**src/hw/rtl/gcm_pkg.sv**
```systemverilog
// ----------------------------------------------------------------------------
// gcm_pkg: shared types and constants for the gradient color map
// Field widths, register indexes, the reset gradient and the control record
// carried down the pipeline next to the arithmetic.
// ----------------------------------------------------------------------------
package gcm_pkg;

  // Field widths
  localparam int POS_W      = 17;                // Q16 position / level
  localparam int CHAN_W     = 8;                 // one color channel
  localparam int COLOR_W    = 3 * CHAN_W;        // packed red, green, blue
  localparam int STOP_W     = POS_W + COLOR_W;   // one stop word
  localparam int COUNT_W    = 3;                 // stop count register
  localparam int CFG_ADDR_W = 3;                 // register index
  localparam int NUM_CHAN   = 3;

  // Divider sizing: quotient always fits in one channel
  localparam int DIV_STEPS  = CHAN_W;
  localparam int PROD_W     = CHAN_W + POS_W;
  localparam int SUM_W      = CHAN_W + 2;

  // Register indexes
  localparam logic [CFG_ADDR_W-1:0] REG_STOP_COUNT = 3'd0;
  localparam logic [CFG_ADDR_W-1:0] REG_STOP_BASE  = 3'd1;

  localparam logic [COUNT_W-1:0] STOP_COUNT_RST = 3'd5;

  // Bit positions inside a stop word
  localparam int POS_LSB = COLOR_W;

  // Control record that rides alongside the datapath
  typedef struct packed {
    logic                             empty;
    logic                             interp;
    logic [NUM_CHAN-1:0][CHAN_W-1:0]  base;
    logic [NUM_CHAN-1:0]              neg;
  } gcm_ctrl_t;

  // Reset gradient: blue, cyan, green, yellow, red at quarter steps
  function automatic logic [STOP_W-1:0] default_stop(input int idx);
    logic [STOP_W-1:0] word;
    case (idx)
      0:       word = 41'h000_0000_00FF;
      1:       word = 41'h040_0000_FFFF;
      2:       word = 41'h080_0000_FF00;
      3:       word = 41'h0C0_00FF_FF00;
      4:       word = 41'h100_00FF_0000;
      default: word = '0;
    endcase
    return word;
  endfunction

endpackage

```
**src/hw/rtl/gcm_div.sv**
```systemverilog
// ----------------------------------------------------------------------------
// gcm_div: pipelined restoring divider, one quotient bit per stage
// Divides a product by a span where the quotient is known to be below 256.
// Advances only when en is high.
// ----------------------------------------------------------------------------
module gcm_div import gcm_pkg::*; (
  input  logic              clk,
  input  logic              en,
  input  logic [PROD_W-1:0] dividend,
  input  logic [POS_W-1:0]  divisor,
  output logic [CHAN_W-1:0] quotient
);

  logic [PROD_W-1:0] rem [0:DIV_STEPS];
  logic [POS_W-1:0]  dvs [0:DIV_STEPS];
  logic [CHAN_W-1:0] quo [0:DIV_STEPS];

  assign rem[0] = dividend;
  assign dvs[0] = divisor;
  assign quo[0] = '0;

  // One trial subtract per stage, most significant quotient bit first
  for (genvar k = 0; k < DIV_STEPS; k++) begin : g_step
    localparam int B = DIV_STEPS - 1 - k;
    logic [PROD_W-1:0] trial;
    logic              fits;

    assign trial = PROD_W'(dvs[k]) << B;
    assign fits  = (rem[k] >= trial);

    always_ff @(posedge clk) begin
      if (en) begin
        rem[k+1] <= fits ? (rem[k] - trial) : rem[k];
        dvs[k+1] <= dvs[k];
        quo[k+1] <= {quo[k][CHAN_W-2:0], fits};
      end
    end
  end

  assign quotient = quo[DIV_STEPS];

endmodule

```
**src/hw/rtl/gradient_color_map_top.sv**
```systemverilog
// ----------------------------------------------------------------------------
// gradient_color_map_top: Q16 scalar to RGB heatmap color
// Piecewise linear interpolation between up to MAX_STOPS color stops.
// ----------------------------------------------------------------------------
// Usage:
//   Input channel (in_valid / in_stall / level) takes one Q16 level a beat.
//   Output channel (out_valid / out_stall / red_level, green_level,
//   blue_level, empty_flag) returns one color beat per level, in order.
//   Register port (cfg_en / cfg_addr / cfg_data): index 0 is the stop count,
//   indexes 1..7 are the stop words; write only while the block is idle.
//   The pipeline stages are stop search, span setup, multiply, an 8-stage
//   divider (one quotient bit per stage) and the output register.
//   Throughput is one beat per cycle unless the output stalls; the divider pipeline sets the depth.
//   When out_stall holds a waiting beat, the whole pipeline freezes and
//   in_stall rises in the same cycle; nothing is dropped or repeated.
//   Reset (rst, synchronous) empties the pipeline and loads the five-stop
//   blue-cyan-green-yellow-red gradient with a stop count of five.
// ----------------------------------------------------------------------------
module gradient_color_map_top import gcm_pkg::*; #(
  parameter int MAX_STOPS = 7
) (
  input  logic                  clk,
  input  logic                  rst,
  // register write port
  input  logic                  cfg_en,
  input  logic [CFG_ADDR_W-1:0] cfg_addr,
  input  logic [STOP_W-1:0]     cfg_data,
  // input channel
  input  logic                  in_valid,
  output logic                  in_stall,
  input  logic [POS_W-1:0]      level,
  // output channel
  output logic                  out_valid,
  input  logic                  out_stall,
  output logic [CHAN_W-1:0]     red_level,
  output logic [CHAN_W-1:0]     green_level,
  output logic [CHAN_W-1:0]     blue_level,
  output logic                  empty_flag
);

  // --------------------------------------------------------------------------
  // Registers
  // --------------------------------------------------------------------------
  logic [COUNT_W-1:0] stop_count;
  logic [STOP_W-1:0]  stops [MAX_STOPS];

  always_ff @(posedge clk) begin
    if (rst) begin
      stop_count <= STOP_COUNT_RST;
      for (int i = 0; i < MAX_STOPS; i++) begin
        stops[i] <= default_stop(i);
      end
    end else if (cfg_en) begin
      if (cfg_addr == REG_STOP_COUNT) begin
        stop_count <= cfg_data[COUNT_W-1:0];
      end
      for (int i = 0; i < MAX_STOPS; i++) begin
        if (cfg_addr == REG_STOP_BASE + CFG_ADDR_W'(i)) begin
          stops[i] <= cfg_data;
        end
      end
    end
  end

  // --------------------------------------------------------------------------
  // Pipeline enable: everything moves unless a finished beat is held
  // --------------------------------------------------------------------------
  logic en;

  assign en       = !out_valid || !out_stall;
  assign in_stall = !en;

  // --------------------------------------------------------------------------
  // Stage 1: find the first live stop above the level
  // --------------------------------------------------------------------------
  logic [COUNT_W-1:0]   n_eff;
  logic [MAX_STOPS-1:0] live, above, first_hot, last_hot;
  logic                 found;
  logic [STOP_W-1:0]    prev_word, curr_word, base_word;

  assign n_eff = (stop_count > COUNT_W'(MAX_STOPS)) ? COUNT_W'(MAX_STOPS) : stop_count;

  always_comb begin
    logic seen;
    seen = 1'b0;
    for (int i = 0; i < MAX_STOPS; i++) begin
      live[i]      = (COUNT_W'(i) < n_eff);
      above[i]     = live[i] && (level < stops[i][STOP_W-1:POS_LSB]);
      first_hot[i] = above[i] && !seen;
      seen         = seen || above[i];
      last_hot[i]  = live[i] && (COUNT_W'(i + 1) == n_eff);
    end
  end

  assign found = |above;

  // one-hot selection of the bracketing stops
  always_comb begin
    logic [STOP_W-1:0] last_word;
    prev_word = '0;
    curr_word = '0;
    last_word = '0;
    for (int i = 0; i < MAX_STOPS; i++) begin
      if (first_hot[i]) curr_word = curr_word | stops[i];
      if (last_hot[i])  last_word = last_word | stops[i];
    end
    for (int i = 1; i < MAX_STOPS; i++) begin
      if (first_hot[i]) prev_word = prev_word | stops[i-1];
    end
    if (!found) begin
      base_word = last_word;
    end else if (first_hot[0]) begin
      base_word = stops[0];
    end else begin
      base_word = prev_word;
    end
  end

  logic                v1;
  logic                empty1, interp1;
  logic [COLOR_W-1:0]  base1, curr1;
  logic [POS_W-1:0]    lvl1, ppos1, cpos1;

  always_ff @(posedge clk) begin
    if (rst) begin
      v1 <= 1'b0;
    end else if (en) begin
      v1 <= in_valid;
    end
  end

  always_ff @(posedge clk) begin
    if (en) begin
      empty1  <= (n_eff == '0);
      interp1 <= found && !first_hot[0];
      base1   <= base_word[COLOR_W-1:0];
      curr1   <= curr_word[COLOR_W-1:0];
      lvl1    <= level;
      ppos1   <= prev_word[STOP_W-1:POS_LSB];
      cpos1   <= curr_word[STOP_W-1:POS_LSB];
    end
  end

  // --------------------------------------------------------------------------
  // Stage 2: offsets, span and per-channel color step
  // --------------------------------------------------------------------------
  logic                             v2;
  gcm_ctrl_t                        ctrl2;
  logic [POS_W-1:0]                 num2, den2;
  logic [NUM_CHAN-1:0][CHAN_W-1:0]  mag2;

  always_ff @(posedge clk) begin
    if (rst) begin
      v2 <= 1'b0;
    end else if (en) begin
      v2 <= v1;
    end
  end

  always_ff @(posedge clk) begin
    if (en) begin
      ctrl2.empty  <= empty1;
      ctrl2.interp <= interp1;
      ctrl2.base   <= base1;
      num2         <= lvl1 - ppos1;
      den2         <= cpos1 - ppos1;
      for (int c = 0; c < NUM_CHAN; c++) begin
        ctrl2.neg[c] <= (curr1[c*CHAN_W +: CHAN_W] < base1[c*CHAN_W +: CHAN_W]);
        mag2[c]      <= (curr1[c*CHAN_W +: CHAN_W] < base1[c*CHAN_W +: CHAN_W])
                      ? (base1[c*CHAN_W +: CHAN_W] - curr1[c*CHAN_W +: CHAN_W])
                      : (curr1[c*CHAN_W +: CHAN_W] - base1[c*CHAN_W +: CHAN_W]);
      end
    end
  end

  // --------------------------------------------------------------------------
  // Stage 3: step magnitude times offset
  // --------------------------------------------------------------------------
  logic                             v3;
  gcm_ctrl_t                        ctrl3;
  logic [POS_W-1:0]                 den3;
  logic [NUM_CHAN-1:0][PROD_W-1:0]  prod3;

  always_ff @(posedge clk) begin
    if (rst) begin
      v3 <= 1'b0;
    end else if (en) begin
      v3 <= v2;
    end
  end

  always_ff @(posedge clk) begin
    if (en) begin
      ctrl3 <= ctrl2;
      den3  <= den2;
      for (int c = 0; c < NUM_CHAN; c++) begin
        prod3[c] <= PROD_W'(mag2[c]) * PROD_W'(num2);
      end
    end
  end

  // --------------------------------------------------------------------------
  // Stages 4..11: divide by the span, control record follows alongside
  // --------------------------------------------------------------------------
  logic [NUM_CHAN-1:0][CHAN_W-1:0] quot;

  for (genvar c = 0; c < NUM_CHAN; c++) begin : g_div
    gcm_div u_div (
      .clk      (clk),
      .en       (en),
      .dividend (prod3[c]),
      .divisor  (den3),
      .quotient (quot[c])
    );
  end

  logic      vd    [0:DIV_STEPS];
  gcm_ctrl_t ctrld [0:DIV_STEPS];

  assign vd[0]    = v3;
  assign ctrld[0] = ctrl3;

  for (genvar k = 0; k < DIV_STEPS; k++) begin : g_side
    always_ff @(posedge clk) begin
      if (rst) begin
        vd[k+1] <= 1'b0;
      end else if (en) begin
        vd[k+1] <= vd[k];
      end
    end

    always_ff @(posedge clk) begin
      if (en) begin
        ctrld[k+1] <= ctrld[k];
      end
    end
  end

  // --------------------------------------------------------------------------
  // Stage 12: apply the signed step, clamp, output register
  // --------------------------------------------------------------------------
  gcm_ctrl_t                        ctrl_last;
  logic [NUM_CHAN-1:0][SUM_W-1:0]   sum;
  logic [NUM_CHAN-1:0][CHAN_W-1:0]  color;
  logic [NUM_CHAN-1:0]              in_range;

  assign ctrl_last = ctrld[DIV_STEPS];

  always_comb begin
    for (int c = 0; c < NUM_CHAN; c++) begin
      sum[c] = ctrl_last.neg[c]
             ? (SUM_W'(ctrl_last.base[c]) - SUM_W'(quot[c]))
             : (SUM_W'(ctrl_last.base[c]) + SUM_W'(quot[c]));
      in_range[c] = (sum[c][SUM_W-1:CHAN_W] == '0);
      if (ctrl_last.empty) begin
        color[c] = '0;
      end else if (!ctrl_last.interp) begin
        color[c] = ctrl_last.base[c];
      end else if (sum[c][SUM_W-1]) begin
        color[c] = '0;
      end else if (sum[c][CHAN_W]) begin
        color[c] = '1;
      end else begin
        color[c] = sum[c][CHAN_W-1:0];
      end
    end
  end

  always_ff @(posedge clk) begin
    if (rst) begin
      out_valid <= 1'b0;
    end else if (en) begin
      out_valid <= vd[DIV_STEPS];
    end
  end

  // channel order in the packed color: index 2 red, 1 green, 0 blue
  always_ff @(posedge clk) begin
    if (en) begin
      red_level   <= color[2];
      green_level <= color[1];
      blue_level  <= color[0];
      empty_flag  <= ctrl_last.empty;
    end
  end

  // --------------------------------------------------------------------------
  // Assertions
  // --------------------------------------------------------------------------
  // an empty gradient always shows black
  a_empty_black: assert property (@(posedge clk) disable iff (rst)
    out_valid && empty_flag |-> (red_level == '0) && (green_level == '0) &&
                                (blue_level == '0))
    else $error("empty gradient produced a nonzero color");

  // interpolation never leaves the 0..255 channel range before the clamp
  a_interp_range: assert property (@(posedge clk) disable iff (rst)
    vd[DIV_STEPS] && !ctrl_last.empty && ctrl_last.interp |-> (&in_range))
    else $error("interpolated channel out of range before clamp");

  // an output beat only appears from a valid last divider stage
  a_out_source: assert property (@(posedge clk) disable iff (rst)
    $rose(out_valid) |-> $past(vd[DIV_STEPS]))
    else $error("output beat without a source in the pipeline");

endmodule
```
**config.mk**
```make
export PLATFORM = sky130hd
export DESIGN_NAME = gradient_color_map_top
export DESIGN_NICKNAME = d
export VERILOG_FILES = /design/src/hw/rtl/gcm_pkg.sv /design/src/hw/rtl/gcm_div.sv /design/src/hw/rtl/gradient_color_map_top.sv
export SDC_FILE = /design/constraint.sdc
export NUM_CORES = 2
export LEC_CHECK = 0
export ABC_AREA = 1
export CAP_MARGIN = 20
export CELL_PAD_IN_SITES_DETAIL_PLACEMENT = 1
export CELL_PAD_IN_SITES_GLOBAL_PLACEMENT = 1
export CORE_MARGIN = 2
export CORE_UTILIZATION = 40
export DETAILED_ROUTE_END_ITERATION = 8
export DONT_BUFFER_PORTS = 1
export HOLD_SLACK_MARGIN = 0.02
export PLACE_DENSITY = 0.8
export SLEW_MARGIN = 20
export SYNTH_ARGS = -nofsm -noshare
export SYNTH_HDL_FRONTEND = slang
export SYNTH_SLANG_ARGS = --single-unit
export TNS_END_PERCENT = 10
```
**constraint.sdc**
```tcl
create_clock -name clk -period 43 [get_ports clk]
set_input_delay 2.15 -clock clk [delete_from_list [all_inputs] [get_ports clk]]
set_output_delay 2.15 -clock clk [all_outputs]
set_load 0.01 [all_outputs]
```
; ---- After elaboration in Yosys (flattened, before gate mapping)
; Memory sizes are Yosys's and may differ from the RTL's.
; Index checks and enable logic that the tools add are counted.
[totals]
register_bits = 1333
mem_count = 1
ram_bits = 287
output_inout_bits = 27
input_bits = 66
[memory_table]
columns = memory, words, word_bits, rd, rd_ports_with_merged_regs, write_ports, line_no
row1 = stops, 7, 41, 7, 0, 7, gradient_color_map_top.sv:45  ; logic [STOP_W-1:0] stops [MAX_STOPS];
[classes]
magnitude_cmp = 42
n_bitwise = 24
mul = 3
n_addsub = 35
n_reduce_logical = 40
muxes = 102
n_eq_ne = 14
[ops]
columns = op, n
row1 = two-way mux 41 bit, 26
row2 = two-way mux 25 bit, 21
row3 = bitwise OR 41 bit, 11
row4 = two-way mux 24 bit, 9
row5 = bitwise OR 24 bit, 6
row6 = < comparator 17 bit, 7
row7 = two-way mux 8 bit, 12
row8 = greater-or-equal comparator 25 x 17 -> 1 bit, 3
row9 = greater-or-equal comparator 25 x 18 -> 1 bit, 3
row10 = greater-or-equal comparator 25 x 19 -> 1 bit, 3
row11 = greater-or-equal comparator 25 x 20 -> 1 bit, 3
row12 = greater-or-equal comparator 25 x 21 -> 1 bit, 3
row13 = greater-or-equal comparator 25 x 22 -> 1 bit, 3
row14 = greater-or-equal comparator 25 x 23 -> 1 bit, 3
row15 = greater-or-equal comparator 25 x 24 -> 1 bit, 3
row16 = multiplier 8 x 17 -> 25 bit, 3
row17 = subtractor 25 x 18 -> 25 bit, 3
row18 = subtractor 25 x 19 -> 25 bit, 3
row19 = subtractor 25 x 20 -> 25 bit, 3
row20 = subtractor 25 x 21 -> 25 bit, 3
row21 = subtractor 25 x 22 -> 25 bit, 3
row22 = subtractor 25 x 23 -> 25 bit, 3
row23 = subtractor 25 x 24 -> 25 bit, 3
row24 = subtractor 8 bit, 6
row25 = 24 further kinds, 114

; ---- Depth between registers and ports, before layout
[logic_depth]
ltp_word = 19
ltp_mapped = 24
ltp_nobuf = 22

; ---- Hierarchy
; Synthesis repeated with hierarchy kept, for this count alone.
[hier_totals]
hier_cells = 14993
area_unflattened_um2 = 123727.4
[by_module_without_submodules]
columns = module, n_inst, cells_per_inst, area_per_inst_um2, seq_area_each_um2
row1 = gradient_color_map_top, 1, 5905, 55375.6, 25914.9
row2 = gcm_div at g_div[1].u_div, 1, 3024, 22876.9, 9909.5
row3 = gcm_div at g_div[2].u_div, 1, 3038, 22770.6, 9909.5
row4 = gcm_div at g_div[0].u_div, 1, 3026, 22704.3, 9909.5

; ---- Worst setup path after synthesis
; Ideal clock, no wire load.
[synth_timing]
kind = input to register
from = input out_stall
to = register base1[0] (enable)
arrival_ns = 37.843
slack_ns = 2.959
stages = 2
setup_time_ns = 2.199
n_path_buf = 1
cell_sequence = nand2_1 clkbuf_1
[synth_via]
elab_chain_cells = 2
[synth_lines]
columns = element, line_no
row1 = from (decl), gradient_color_map_top.sv:34  ; input logic out_stall,
row2 = zero test 1 bit, gradient_color_map_top.sv:70  ; assign en = !out_valid || !out_stall;
row3 = logical OR 1 bit, gradient_color_map_top.sv:70
row4 = to (signal assigned), gradient_color_map_top.sv:136  ; base1 <= base_word[COLOR_W-1:0];
row5 = to (decl), gradient_color_map_top.sv:121  ; logic [COLOR_W-1:0] base1, curr1;
; No other way between the ends.
; A chain may end at the register's enable or synchronous reset.

; ---- Final worst setup path
[layout_timing]
from = input out_stall
to = register g_div[2].u_div.rem[158] (netlist bit) (enable)
[layout_via]
elab_chain_cells = 2
[layout_lines]
columns = element, line_no
row1 = zero test 1 bit, gradient_color_map_top.sv:70
row2 = logical OR 1 bit, gradient_color_map_top.sv:70
row3 = "to (signal, indexed assignment)", gcm_div.sv:33  ; rem[k+1] <= fits ? (rem[k] - trial) : rem[k];
row4 = to (decl), gcm_div.sv:14  ; logic [PROD_W-1:0] rem [0:DIV_STEPS];
; No other way between the ends.

==> reports/metrics.csv <==
stage,metric,value,unit
clock_network,cts-buffers-inserted,176,
setup_path,rrSetupSlack,37.18,ns
setup_path,worstPathRequired,43.43,ns
synth,synthArstFlopShare,0,%
hold_path,hold_depth,0,
timing,setup_violations,0,
layout,fin_nets,12280,
floorplan,rows,186,
global_routing,gr-total-overflow,0,
timing,setup_ws,36.31,ns
routing,dr.pass1.iters,6,
routing,vias,82320,
timing,fin_crit,6.688,ns
setup_path,rr_endpoint,g_div[2].u_div.rem[158],
routing,vias_per_cell,5.617,
clock_network,cts_buffer_depth,3,
timing,max_freq,0.1495,GHz
setup_path,start_kind,input port,
synth,synth_area,103300,um^2
setup_path,rr_worst_depth,6,
clock_network,hold_buffers,0,
synth,netlist_instances,11170,
synth,syn-num-nets,12320,
setup_path,crit_start,out_stall,
layout,seq_area,48500,um^2
floorplan,io_pins,93,
place,hpwlAfterDp,263400,um
place,place_congestion,0.9442,
clock_network,post_cts.repair.setup_buffers,0,
synth,ys_warn_count,0,
clock_network,clkLatencyLatePin,0.86,ns
setup_path,cp_max_fo,81,
hold_path,min_to,g_div[0].u_div.quotient[4],
run_status,status,finished clean,
job,drv_cap,0,
setup_path,critical_path_arrival,7.12,ns
timing,clock_skew,0.06921,ns
clock_network,post_cts_resized,0,
clock_network,clock-root-buffer,clkbuf_16,
setup_path,critPathCaptureType,register,
clock_network,clkSlewWorstSetupHoldPaths,0.06,ns
clock_network,cts_tree,built,
synth,synth_seq_cells,1620,
hold_path,hp-start,g_div[0].u_div.quo[11],
synth,syn_area_per_cell,9.248,um^2
global_routing,grt_first_pass_wirelength,531000,um
setup_path,crit_type,input port to register,
floorplan,die_height,512.1,um
setup_path,worstReg2RegStart,out_valid,
timing,tightest_slew,1.215,ns
timing,tns,0,ns
synth,ys_seq_area_share,46.96,%
routing,wl_per_cell,24.09,um
timing,relSlewSlack,18.99,%
global_routing,grt_max_degree,184,
clock_network,cts_sinks,1620,
layout,layout-drive-gt1-share,4.011,%
place,io_buffers,0,
floorplan,dieWidth,512.1,um
routing,final_antenna_net_count,0,
layout,multiInputGateArea,47520,um^2
timing,fin_crit_sh,15.55,%
hold_path,min_path_type,register to register,
layout,syn2layout_area_growth,9.315,%
floorplan,core-area,256700,um^2
routing,drtIter0Drc,6587,
global_routing,grt_pass1_vias,88250,
clock_network,cts_max_level,4,
routing,post-route-drc-count,0,
timing,maxSlewViolCount,0,
synth,synth-edff-count,1605,
timing,hold_violations,0,
timing,rsz0062_at_grt,no,
global_routing,antenna_found_initial,16,
synth,synthDistinctLibCells,65,
floorplan,initial_core_util,40.23,%
layout,fillers,29380,
place,placed_cells,14330,
global_routing,grt_usage,26.43,%
floorplan,die_area,262300,um^2
routing,postRouteWirelength,353100,um
synth,synth_ff_type,edfxtp_1,
place,post-place-ws,35.47,ns
layout,instances_no_fill,14660,
area by class of cell:
cell class,instances,area share (%)
sequential,1620,42.96
multi-input combinational,7622,42.09
inverter,1624,5.403
clock buffer,200,4.017
tap,3384,3.750
clock inverter,123,1.224
timing repair buffer,80,0.5541
antenna,4,0.008866
worst max-delay path by stage:
stage	to	cells after the start	slack [ns]
6_report	g_div[2].u_div.rem[158]	6	36.31
5_1_grt	g_div[2].u_div.rem[158]	6	35.92
4_1_cts	g_div[2].u_div.rem[158]	6	36.35
3_5_place_dp	g_div[2].u_div.rem[168]	6	35.47
3_3_place_gp	g_div[2].u_div.rem[167]	6	35.74
2_1_floorplan	base1[0]	2	2.96
worst max-delay path, cell delays in order:
cell and delay [ns]:
nand2_4 0.56, buf_4 0.68, buf_4 0.88, buf_4 0.85, buf_4 0.90, buf_4 0.87
flip-flops by register name, summed over array words and instances, names as in the netlist, 29 cells and up:
name / count
g_div.u_div.dvs: 119
ctrl3: 29
prod3: 75
g_div.u_div.quo: 84
ctrl2: 29
ctrl_last: 29
g_div.u_div.rem: 525
ctrld: 203
stops: 287
metal layers:
layer	vias up	track usage (%)	wire, um
li1	37420	-	-
met1	41100	32.40	140800
met2	2875	45.31	170600
met3	932	3.692	21860
met4	6	13.52	19770
met5	-	0	42
cells in the mapped netlist, types with 19 or more instances:
| library cell | n | area share [%] |
|---|---|---|
| nand2_1 | 2460 | 8.9 |
| edfxtp_1 | 1605 | 47 |
| inv_1 | 1600 | 5.8 |
| nor2_1 | 901 | 3.3 |
| ha_1 | 780 | 9.4 |
| a21oi_1 | 720 | 3.5 |
| o21ai_0 | 684 | 3.3 |
| nand3_1 | 533 | 2.6 |
| fa_1 | 305 | 5.9 |
| xor2_1 | 242 | 2.1 |
| clkbuf_1 | 212 | 0.77 |
| nand4_1 | 204 | 1.2 |
| xnor2_1 | 198 | 1.7 |
| nor3_1 | 88 | 0.43 |
| a21o_1 | 76 | 0.55 |
| buf_2 | 71 | 0.34 |
| nor4_1 | 45 | 0.27 |
| or2_2 | 43 | 0.26 |
| o21bai_1 | 40 | 0.29 |
| o211ai_1 | 36 | 0.26 |
| o21ai_1 | 35 | 0.17 |
| a31oi_1 | 33 | 0.20 |
| nand3b_1 | 32 | 0.23 |
| a211oi_1 | 25 | 0.18 |
| o2111ai_1 | 19 | 0.16 |
cell families (layout without fill, tap and decap cells):
| family | Yosys count | in the layout | synth area share [%] |
|---|---|---|---|
| other cells | 0 | 4 | 0 |
| fa+ha+maj | 1085 | 1085 | 15.36 |
| buf+inv | 1925 | 2027 | 7.136 |
| simple gates | 4343 | 4343 | 17.50 |
| compound gates | 1751 | 1751 | 9.281 |
| xor+xnor | 440 | 440 | 3.731 |
| flops | 1620 | 1620 | 46.96 |
| mux | 3 | 3 | 0.02908 |
placed cells by master (no fill, tap or decap), drive strengths merged, types with 4 or more instances in the layout:
cell type	count
clkinv	93
o2111ai	19
diode	4
o211ai	36
o21bai	40
xnor2	198
nor2	908
ha	780
edfxtp	1605
fa	305
clkinvlp	14
nand3	535
buf	80
nor4	45
clkbuf	200
o31ai	14
nand3b	32
nand4	206
dfxtp	15
a21o	76
inv	1621
o21a	8
a31oi	34
xor2	242
a21oi	722
and2	9
a221oi	14
a21boi	16
bufinv	19
nand2	2466
or2	43
o21ai	721
nor3b	4
nor3	88
a211oi	25
through the flow:
stage | area (um^2) | util (%) | hold WS, ns
after detailed placement | 107000 | 41.67 | 0.4051
after CTS | 112900 | 43.98 | 0.3775
after global placement | 107000 | 41.67 | 0.4003
final | 112900 | 43.98 | 0.3880
after global routing | 112900 | 43.98 | 0.3814
after floorplan | 103300 | - | 0.4003
Power is not shown: default switching activity piles up to over one toggle a cycle in this logic, so the estimate is an artifact.
